## config.mk

```make
export PLATFORM = sky130hd
export DESIGN_NAME = five_frame_channel_mux_framer_unit_flat
export DESIGN_NICKNAME = d
export VERILOG_FILES = /design/src/sv/ffcmf_pkg.sv /design/src/sv/ffcmf_in_if.sv /design/src/sv/ffcmf_out_if.sv /design/src/sv/ffcmf_byte_gen.sv /design/src/sv/ffcmf_seq.sv /design/src/sv/five_frame_channel_mux_framer_unit.sv /design/src/flat_wrapper.sv
export SDC_FILE = /design/constraint.sdc
export NUM_CORES = 1
export LEC_CHECK = 0
export ABC_CLOCK_PERIOD_IN_PS = 1800
export BUFFER_PORTS_ARGS = -buffer_cell sky130_fd_sc_hd__clkbuf_2
export CELL_PAD_IN_SITES_DETAIL_PLACEMENT = 0
export CELL_PAD_IN_SITES_GLOBAL_PLACEMENT = 1
export CORE_ASPECT_RATIO = 0.5
export CORE_UTILIZATION = 41
export CTS_BUF_LIST = sky130_fd_sc_hd__clkbuf_4 sky130_fd_sc_hd__clkbuf_8
export CTS_CLUSTER_SIZE = 30
export DETAILED_ROUTE_END_ITERATION = 16
export GPL_TIMING_DRIVEN = 0
export PLACE_DENSITY = 0.86
export SYNTH_ARGS = -nofsm -noshare
export SYNTH_HDL_FRONTEND = slang
export SYNTH_SLANG_ARGS = --single-unit
```

## constraint.sdc

```tcl
create_clock -name clk -period 1.8 [get_ports clk]
set_input_delay 0.36 -clock clk [delete_from_list [all_inputs] [get_ports clk]]
set_output_delay 0.36 -clock clk [all_outputs]
set_load 0.1 [all_outputs]
```

## src/sv/ffcmf_pkg.sv

```systemverilog
`timescale 1ns / 1ps

package ffcmf_pkg;

  localparam int unsigned FRAMES = 5;
  localparam int unsigned SLOT_W = 3;

  localparam logic [SLOT_W-1:0] FIRST_SLOT   = '0;
  localparam logic [SLOT_W-1:0] CONTROL_SLOT = 3'd1;
  localparam logic [SLOT_W-1:0] LAST_SLOT    = SLOT_W'(FRAMES - 1);

  localparam logic [7:0] SYNC_MARK    = 8'h40;
  localparam logic [7:0] PAYLOAD_MARK = 8'h80;

  // byte positions within a frame
  localparam logic [1:0] BYTE_SYNC = 2'd0;
  localparam logic [1:0] BYTE_R1   = 2'd1;
  localparam logic [1:0] BYTE_R2   = 2'd2;
  localparam logic [1:0] BYTE_SH   = 2'd3;

  typedef enum logic {
    ST_IDLE,
    ST_EMIT
  } state_t;

  typedef struct packed {
    logic       radio1_present;
    logic [7:0] radio1_data;
    logic       radio2_present;
    logic [7:0] radio2_data;
    logic       shared_present;
    logic [7:0] shared_data;
    logic       inside_command;
  } item_t;

  typedef struct packed {
    logic [SLOT_W-1:0] frame;
    logic [1:0]        idx;
    logic              is_data;
    logic              last;
  } pos_t;

endpackage

```

## src/sv/ffcmf_in_if.sv

```systemverilog
`timescale 1ns / 1ps

interface ffcmf_in_if;
  logic       valid;
  logic       ready;
  logic       radio1_present;
  logic [7:0] radio1_data;
  logic       radio2_present;
  logic [7:0] radio2_data;
  logic       shared_present;
  logic [7:0] shared_data;
  logic       inside_command;

  modport source (
    output valid, radio1_present, radio1_data, radio2_present, radio2_data,
           shared_present, shared_data, inside_command,
    input  ready
  );

  modport sink (
    input  valid, radio1_present, radio1_data, radio2_present, radio2_data,
           shared_present, shared_data, inside_command,
    output ready
  );
endinterface

```

## src/sv/ffcmf_out_if.sv

```systemverilog
`timescale 1ns / 1ps

interface ffcmf_out_if;
  logic       valid;
  logic       ready;
  logic [7:0] out_byte;
  logic [2:0] frame_slot;
  logic       last_of_run;

  modport source (
    output valid, out_byte, frame_slot, last_of_run,
    input  ready
  );

  modport sink (
    input  valid, out_byte, frame_slot, last_of_run,
    output ready
  );
endinterface

```

## src/sv/ffcmf_byte_gen.sv

```systemverilog
`timescale 1ns / 1ps

module ffcmf_byte_gen (
  input  ffcmf_pkg::item_t item,
  input  ffcmf_pkg::pos_t  pos,
  output logic [7:0]       byte_out
);

  logic       marker;
  logic       sh_valid;
  logic [7:0] sync;

  always_comb begin
    marker   = (pos.frame != ffcmf_pkg::FIRST_SLOT);
    sh_valid = item.shared_present &&
               ((pos.frame != ffcmf_pkg::CONTROL_SLOT) || item.inside_command);
    if (pos.is_data) begin
      sync = {1'b0, marker,
              item.radio1_present, item.radio2_present, sh_valid,
              item.radio1_present & item.radio1_data[7],
              item.radio2_present & item.radio2_data[7],
              item.shared_present & item.shared_data[7]};
    end else begin
      // held empty frame: marker only
      sync = {1'b0, marker, 6'b0};
    end

    unique case (pos.idx)
      ffcmf_pkg::BYTE_SYNC: byte_out = sync;
      ffcmf_pkg::BYTE_R1: byte_out = ffcmf_pkg::PAYLOAD_MARK |
          ((pos.is_data && item.radio1_present) ? item.radio1_data : 8'h00);
      ffcmf_pkg::BYTE_R2: byte_out = ffcmf_pkg::PAYLOAD_MARK |
          ((pos.is_data && item.radio2_present) ? item.radio2_data : 8'h00);
      ffcmf_pkg::BYTE_SH: byte_out = ffcmf_pkg::PAYLOAD_MARK |
          ((pos.is_data && item.shared_present) ? item.shared_data : 8'h00);
      default: byte_out = ffcmf_pkg::PAYLOAD_MARK;
    endcase
  end

endmodule

```

## src/sv/ffcmf_seq.sv

```systemverilog
`timescale 1ns / 1ps

module ffcmf_seq (
  input  logic            clk,
  input  logic            rst,
  input  logic            in_valid,
  input  logic            any_present,
  input  logic            step,
  output logic            in_ready,
  output logic            emit,
  output ffcmf_pkg::pos_t pos
);

  ffcmf_pkg::state_t state, state_next;
  logic [ffcmf_pkg::SLOT_W-1:0] slot, slot_next;
  logic [ffcmf_pkg::SLOT_W-1:0] held, held_next;
  logic [ffcmf_pkg::SLOT_W-1:0] cur_frame, cur_frame_next;
  logic [ffcmf_pkg::SLOT_W-1:0] data_slot, data_slot_next;
  logic [1:0]                   byte_idx, byte_idx_next;
  logic                         accept;

  always_ff @(posedge clk) begin
    if (rst) begin
      state     <= ffcmf_pkg::ST_IDLE;
      slot      <= '0;
      held      <= '0;
      cur_frame <= '0;
      data_slot <= '0;
      byte_idx  <= '0;
    end else begin
      state     <= state_next;
      slot      <= slot_next;
      held      <= held_next;
      cur_frame <= cur_frame_next;
      data_slot <= data_slot_next;
      byte_idx  <= byte_idx_next;
    end
  end

  always_comb begin
    state_next     = state;
    slot_next      = slot;
    held_next      = held;
    cur_frame_next = cur_frame;
    data_slot_next = data_slot;
    byte_idx_next  = byte_idx;

    in_ready    = (state == ffcmf_pkg::ST_IDLE);
    emit        = (state == ffcmf_pkg::ST_EMIT);
    accept      = in_valid && in_ready;
    pos.frame   = cur_frame;
    pos.idx     = byte_idx;
    pos.is_data = (cur_frame == data_slot);
    pos.last    = pos.is_data && (byte_idx == ffcmf_pkg::BYTE_SH);

    unique case (state)
      ffcmf_pkg::ST_IDLE: begin
        if (accept) begin
          if (any_present) begin
            // replay held empty frames first, then the data frame
            state_next     = ffcmf_pkg::ST_EMIT;
            cur_frame_next = slot - held;
            data_slot_next = slot;
            byte_idx_next  = ffcmf_pkg::BYTE_SYNC;
            held_next      = '0;
          end else begin
            held_next = held + 3'd1;
          end
          if (slot == ffcmf_pkg::LAST_SLOT) begin
            slot_next = ffcmf_pkg::FIRST_SLOT;
            held_next = '0;
          end else begin
            slot_next = slot + 3'd1;
          end
        end
      end
      ffcmf_pkg::ST_EMIT: begin
        if (step) begin
          byte_idx_next = byte_idx + 2'd1;
          if (byte_idx == ffcmf_pkg::BYTE_SH) begin
            cur_frame_next = cur_frame + 3'd1;
          end
          if (pos.last) begin
            state_next = ffcmf_pkg::ST_IDLE;
          end
        end
      end
      default: state_next = ffcmf_pkg::ST_IDLE;
    endcase
  end

endmodule

```

## src/sv/five_frame_channel_mux_framer_unit.sv

```systemverilog
`timescale 1ns / 1ps

// five-frame channel multiplexer framer
//
// in_ch takes one beat per frame slot (flags, control, keyer, fsk1, fsk2 in
// turn). each beat offers optional radio 1, radio 2 and shared channel bytes.
// out_ch gives the framed byte stream, one byte per beat, tagged with its
// frame slot; last_of_run marks the final byte caused by an input beat.
// a beat with no byte present gives no output and is held as an empty frame,
// replayed ahead of the next frame with data in the same sequence; empty
// frames still held at the end of the sequence are dropped.
// an accepted beat is registered into the item and sequencer registers,
// then each byte of the run into the out_ch register. no new beat is taken
// until the run (held empty frames plus the data frame) is out, byte by byte
// from the single byte generator the sequencer steps; an empty beat is taken alone.
// in_ch.ready is low while a frame run is being emitted.
// when out_ch.ready is low with a byte valid, the output register holds and the sequencer waits.
// reset (rst, synchronous) clears the slot counter, the held-frame count and
// the output valid flag.

module five_frame_channel_mux_framer_unit (
  input logic         clk,
  input logic         rst,
  ffcmf_in_if.sink    in_ch,
  ffcmf_out_if.source out_ch
);

  ffcmf_pkg::item_t item;
  ffcmf_pkg::pos_t  pos;
  logic             any_present;
  logic             emit;
  logic             load;
  logic [7:0]       gen_byte;
  logic             out_valid;
  logic [7:0]       out_byte;
  logic [2:0]       frame_slot;
  logic             last_of_run;

  assign any_present = in_ch.radio1_present | in_ch.radio2_present |
                       in_ch.shared_present;
  assign load        = !out_valid || out_ch.ready;

  ffcmf_seq u_seq (
    .clk         (clk),
    .rst         (rst),
    .in_valid    (in_ch.valid),
    .any_present (any_present),
    .step        (load),
    .in_ready    (in_ch.ready),
    .emit        (emit),
    .pos         (pos)
  );

  ffcmf_byte_gen u_gen (
    .item     (item),
    .pos      (pos),
    .byte_out (gen_byte)
  );

  always_ff @(posedge clk) begin
    if (in_ch.valid && in_ch.ready) begin
      item.radio1_present <= in_ch.radio1_present;
      item.radio1_data    <= in_ch.radio1_data;
      item.radio2_present <= in_ch.radio2_present;
      item.radio2_data    <= in_ch.radio2_data;
      item.shared_present <= in_ch.shared_present;
      item.shared_data    <= in_ch.shared_data;
      item.inside_command <= in_ch.inside_command;
    end
  end

  always_ff @(posedge clk) begin
    if (rst) begin
      out_valid <= 1'b0;
    end else if (load) begin
      out_valid <= emit;
    end
  end

  always_ff @(posedge clk) begin
    if (load && emit) begin
      out_byte    <= gen_byte;
      frame_slot  <= pos.frame;
      last_of_run <= pos.last;
    end
  end

  assign out_ch.valid       = out_valid;
  assign out_ch.out_byte    = out_byte;
  assign out_ch.frame_slot  = frame_slot;
  assign out_ch.last_of_run = last_of_run;

  // an empty beat never makes output appear
  a_empty_no_output: assert property (@(posedge clk) disable iff (rst)
    in_ch.valid && in_ch.ready && !any_present && !out_valid |=> !out_valid)
    else $error("output from an empty input beat");

  // sync bytes carry the marker in every slot but the first
  a_sync_marker: assert property (@(posedge clk) disable iff (rst)
    out_valid && !out_byte[7] |-> (out_byte[6] == (frame_slot != 3'd0)))
    else $error("sync marker does not match frame slot");

  // the closing byte of a run is always a payload byte
  a_last_is_payload: assert property (@(posedge clk) disable iff (rst)
    out_valid && last_of_run |-> out_byte[7])
    else $error("last byte of run is not a payload byte");

  // no new input while a run is still being generated
  a_no_accept_in_run: assert property (@(posedge clk) disable iff (rst)
    emit |-> !in_ch.ready)
    else $error("input taken during frame run");

endmodule
```

## src/flat_wrapper.sv

```systemverilog
// flat-port wrapper written by rule: the top's interface ports become plain ports
module five_frame_channel_mux_framer_unit_flat 
  (clk, rst, in_ch_valid, in_ch_radio1_present, in_ch_radio1_data, in_ch_radio2_present, in_ch_radio2_data, in_ch_shared_present, in_ch_shared_data, in_ch_inside_command, in_ch_ready, out_ch_valid, out_ch_out_byte, out_ch_frame_slot, out_ch_last_of_run, out_ch_ready);
  ffcmf_in_if in_ch_i ();
  ffcmf_out_if out_ch_i ();
  input logic clk;
  input logic rst;
  input wire logic [$bits(in_ch_i.valid)-1:0] in_ch_valid;
  input wire logic [$bits(in_ch_i.radio1_present)-1:0] in_ch_radio1_present;
  input wire logic [$bits(in_ch_i.radio1_data)-1:0] in_ch_radio1_data;
  input wire logic [$bits(in_ch_i.radio2_present)-1:0] in_ch_radio2_present;
  input wire logic [$bits(in_ch_i.radio2_data)-1:0] in_ch_radio2_data;
  input wire logic [$bits(in_ch_i.shared_present)-1:0] in_ch_shared_present;
  input wire logic [$bits(in_ch_i.shared_data)-1:0] in_ch_shared_data;
  input wire logic [$bits(in_ch_i.inside_command)-1:0] in_ch_inside_command;
  output wire logic [$bits(in_ch_i.ready)-1:0] in_ch_ready;
  output wire logic [$bits(out_ch_i.valid)-1:0] out_ch_valid;
  output wire logic [$bits(out_ch_i.out_byte)-1:0] out_ch_out_byte;
  output wire logic [$bits(out_ch_i.frame_slot)-1:0] out_ch_frame_slot;
  output wire logic [$bits(out_ch_i.last_of_run)-1:0] out_ch_last_of_run;
  input wire logic [$bits(out_ch_i.ready)-1:0] out_ch_ready;
  assign in_ch_i.valid = in_ch_valid;
  assign in_ch_i.radio1_present = in_ch_radio1_present;
  assign in_ch_i.radio1_data = in_ch_radio1_data;
  assign in_ch_i.radio2_present = in_ch_radio2_present;
  assign in_ch_i.radio2_data = in_ch_radio2_data;
  assign in_ch_i.shared_present = in_ch_shared_present;
  assign in_ch_i.shared_data = in_ch_shared_data;
  assign in_ch_i.inside_command = in_ch_inside_command;
  assign in_ch_ready = in_ch_i.ready;
  assign out_ch_valid = out_ch_i.valid;
  assign out_ch_out_byte = out_ch_i.out_byte;
  assign out_ch_frame_slot = out_ch_i.frame_slot;
  assign out_ch_last_of_run = out_ch_i.last_of_run;
  assign out_ch_i.ready = out_ch_ready;
  five_frame_channel_mux_framer_unit u_core (.clk(clk), .rst(rst), .in_ch(in_ch_i), .out_ch(out_ch_i));
endmodule
```

==> run metrics <==
Tot GR Track Use 16.3%; pwr dens 935 nW/um^2; most common cell after layout, fill and taps aside clkbuf_2; TritonCTS sink count 56; Post-synth EDFFs 40; Total Die Area 6220 um^2; max-slew violations 0; fill cell count 499; Yosys warnings 0; Worst-Margin Slew 557 ps; Final Setup Violations 0; Max clock buf depth 2; fin crit period 1720 ps; register area share after synthesis 63.0%; syn nets 239; vias in the first global route 1642; clk_skew 9.23 ps; share of cells above drive strength 1 28.7%; Routed wire per std cell 15.1 um; Crit path arrival time 1360 ps; Crit Path Max Fanout 10; LEAKAGE 1.10 nW; drc violations 0; initial drt markers 77; die extent in x 111 um; Critical Path Start Type flop; most frequent cells in the layout 46 x clkbuf_2, 40 x edfxtp_1, 23 x nand2_1; area delta synth->final 18.0%; Netlist cell types 36; Syn Std Cell Area 2420 um^2; initial core utilization 43.2%; Crit. End Element output port; Die H 56.3 um; Row Count 19; async set-reset flop share out of synthesis 0%; Max IR drop VDD 0.452 mV; flops & latches, synth 56; number of max-cap violations 0; Hold Vio Cnt, Final 0; H-tree Lvls 2; I/O Buffers 44; initial antenna violation count 0; Fmax 0.582 GHz; run status completed; Final Util 51.0%; Synth Flop Type edfxtp_1; Period Utilization, post-route 95.5%; Worst EP required 1440 ps; # IOs 46; Clock Tree Root clkbuf_8; Detail Placement HPWL 3.42 mm; Pwr Total 2.67 mW; core area 5590 um^2; vias 1615; Post-Synthesis Cells 195; gr ovfl total 0; Pre-antenna DRT Iters 4; diode count 0; relative slew slack 63.0%; CTS tree built; final wirelength 4.84 mm; RSZ-0062 raised after global routing false; Clk pin slew, worst setup/hold paths 100 ps; post-route ant nets 0; routability cong. 0.788; syn_area_per_cell 12.4 um^2; routed vias/inst 5.05; Num CTS Buffers 5; Worst-Skew Late Latency 310 ps; first-pass GRT wire length 7.83 mm; Setup CP Type reg2out; Hold Path Class in2reg; largest net degree at the start of global routing 38; Nets 290
==> critical path: stages (launching register included) <==
cell and delay [ps]:
dfxtp_1 340, buf_6 150, inv_1 100, clkbuf_2 460
==> stage by stage <==
stage                     hold WS, ps  TNS [ps]  instance area, um^2  setup WS [ps]  instances
after floorplan                   450         0                 2420           85.8        195
after global placement            465     -1730                 2730           -296        312
after detailed placement          470     -5520                 2730           -417        312
after CTS                         215         0                 2820           6.98        319
after global routing              203         0                 2850           5.61        320
final                             220         0                 2850           81.3        320
==> logic make-up after synthesis <==
group           after synthesis  share of synthesized area (%)
mux                           3                           1.24
fa+ha+maj                    12                           6.53
xor+xnor                      6                           2.18
flops                        56                           63.0
compound gates               42                           12.4
buf+inv                      21                           4.14
simple gates                 55                           10.5
==> where the power goes <==
part	switching, mW	internal, mW
combinational	0.358	0.124
clock	0.394	0.266
sequential	0.0454	1.48
==> worst paths after layout <==
path | from | to | slack, ps | depth (start not counted)
hold reg to reg | u_core.u_seq.data_slot[2]$_SDFFE_PP0P_ | u_core.u_seq.data_slot[2]$_SDFFE_PP0P_ | 490 | 2
hold / removal | in_ch_inside_command | u_core.item[0]$_DFFE_PP_ | 220 | 1
setup / recovery | u_core.u_seq.emit$_SDFF_PP0_ | in_ch_ready | 80 | 3
setup reg to reg | u_core.u_seq.slot[0]$_SDFFE_PP0P_ | u_core.u_seq.cur_frame[2]$_SDFFE_PP0P_ | 100 | 7
==> per-layer routing <==
layer	wire, um	vias up	part of all wire (%)	GRT usage (%)
met5	0	-	0	0
met4	40	0	0.83	5.71
met3	177	6	3.7	2.92
met2	2320	32	48	26.9
met1	2300	771	48	21.9
li1	-	806	-	-
==> flip-flops by register name, indices dropped and copies added (netlist names) <==
register / cells
u_core.u_seq.slot: 3
u_core.u_seq.byte_idx: 2
u_core.u_seq.cur_frame: 3
u_core.out_ch.frame_slot: 3
u_core.u_seq.held: 3
u_core.u_seq.data_slot: 3
u_core.out_ch.last_of_run: 1
u_core.u_seq.emit: 1
u_core.item: 28
u_core.out_ch.out_byte: 8
u_core.out_ch.valid: 1
==> cell type report <==
class                   instances  area (um^2)  share of cell area [%]
clock buffers                   5         68.8                    2.41
repair buffers                 45          228                    7.99
well taps                      73         91.3                    3.20
multi-input cells             118          815                    28.6
flip-flops and latches         56         1530                    53.5
clock inverters                 3         13.8                   0.483
plain buffers                   7         58.8                    2.06
inverters                      13         50.0                    1.76
==> repair_timing <==
item	CTS	global route
hold endpoints to repair	0	0
hold buffers	0	0
cloned	0	0
resized for setup	4	9
buffers inserted	0	1
pin swaps	0	1
endpoints found under the setup margin	44	8
==> synth_stat cells (all sizes together) (2+ instances only) <==
library cell	instances	share of area (%)
a22oi	4	1.2
mux2i	3	1.2
a32oi	3	1.9
clkbuf	5	0.98
xnor2	5	1.8
a21oi	19	4.1
ha	11	5.7
buf	3	1.1
inv	12	1.9
o21ai	7	1.4
dfxtp	16	13
nand3	14	2.9
edfxtp	40	50
nor2	11	1.9
nand2	23	3.6
a32o	4	1.7
nand2b	2	0.52
No activity file was read; power rests on OpenSTA's default activity.
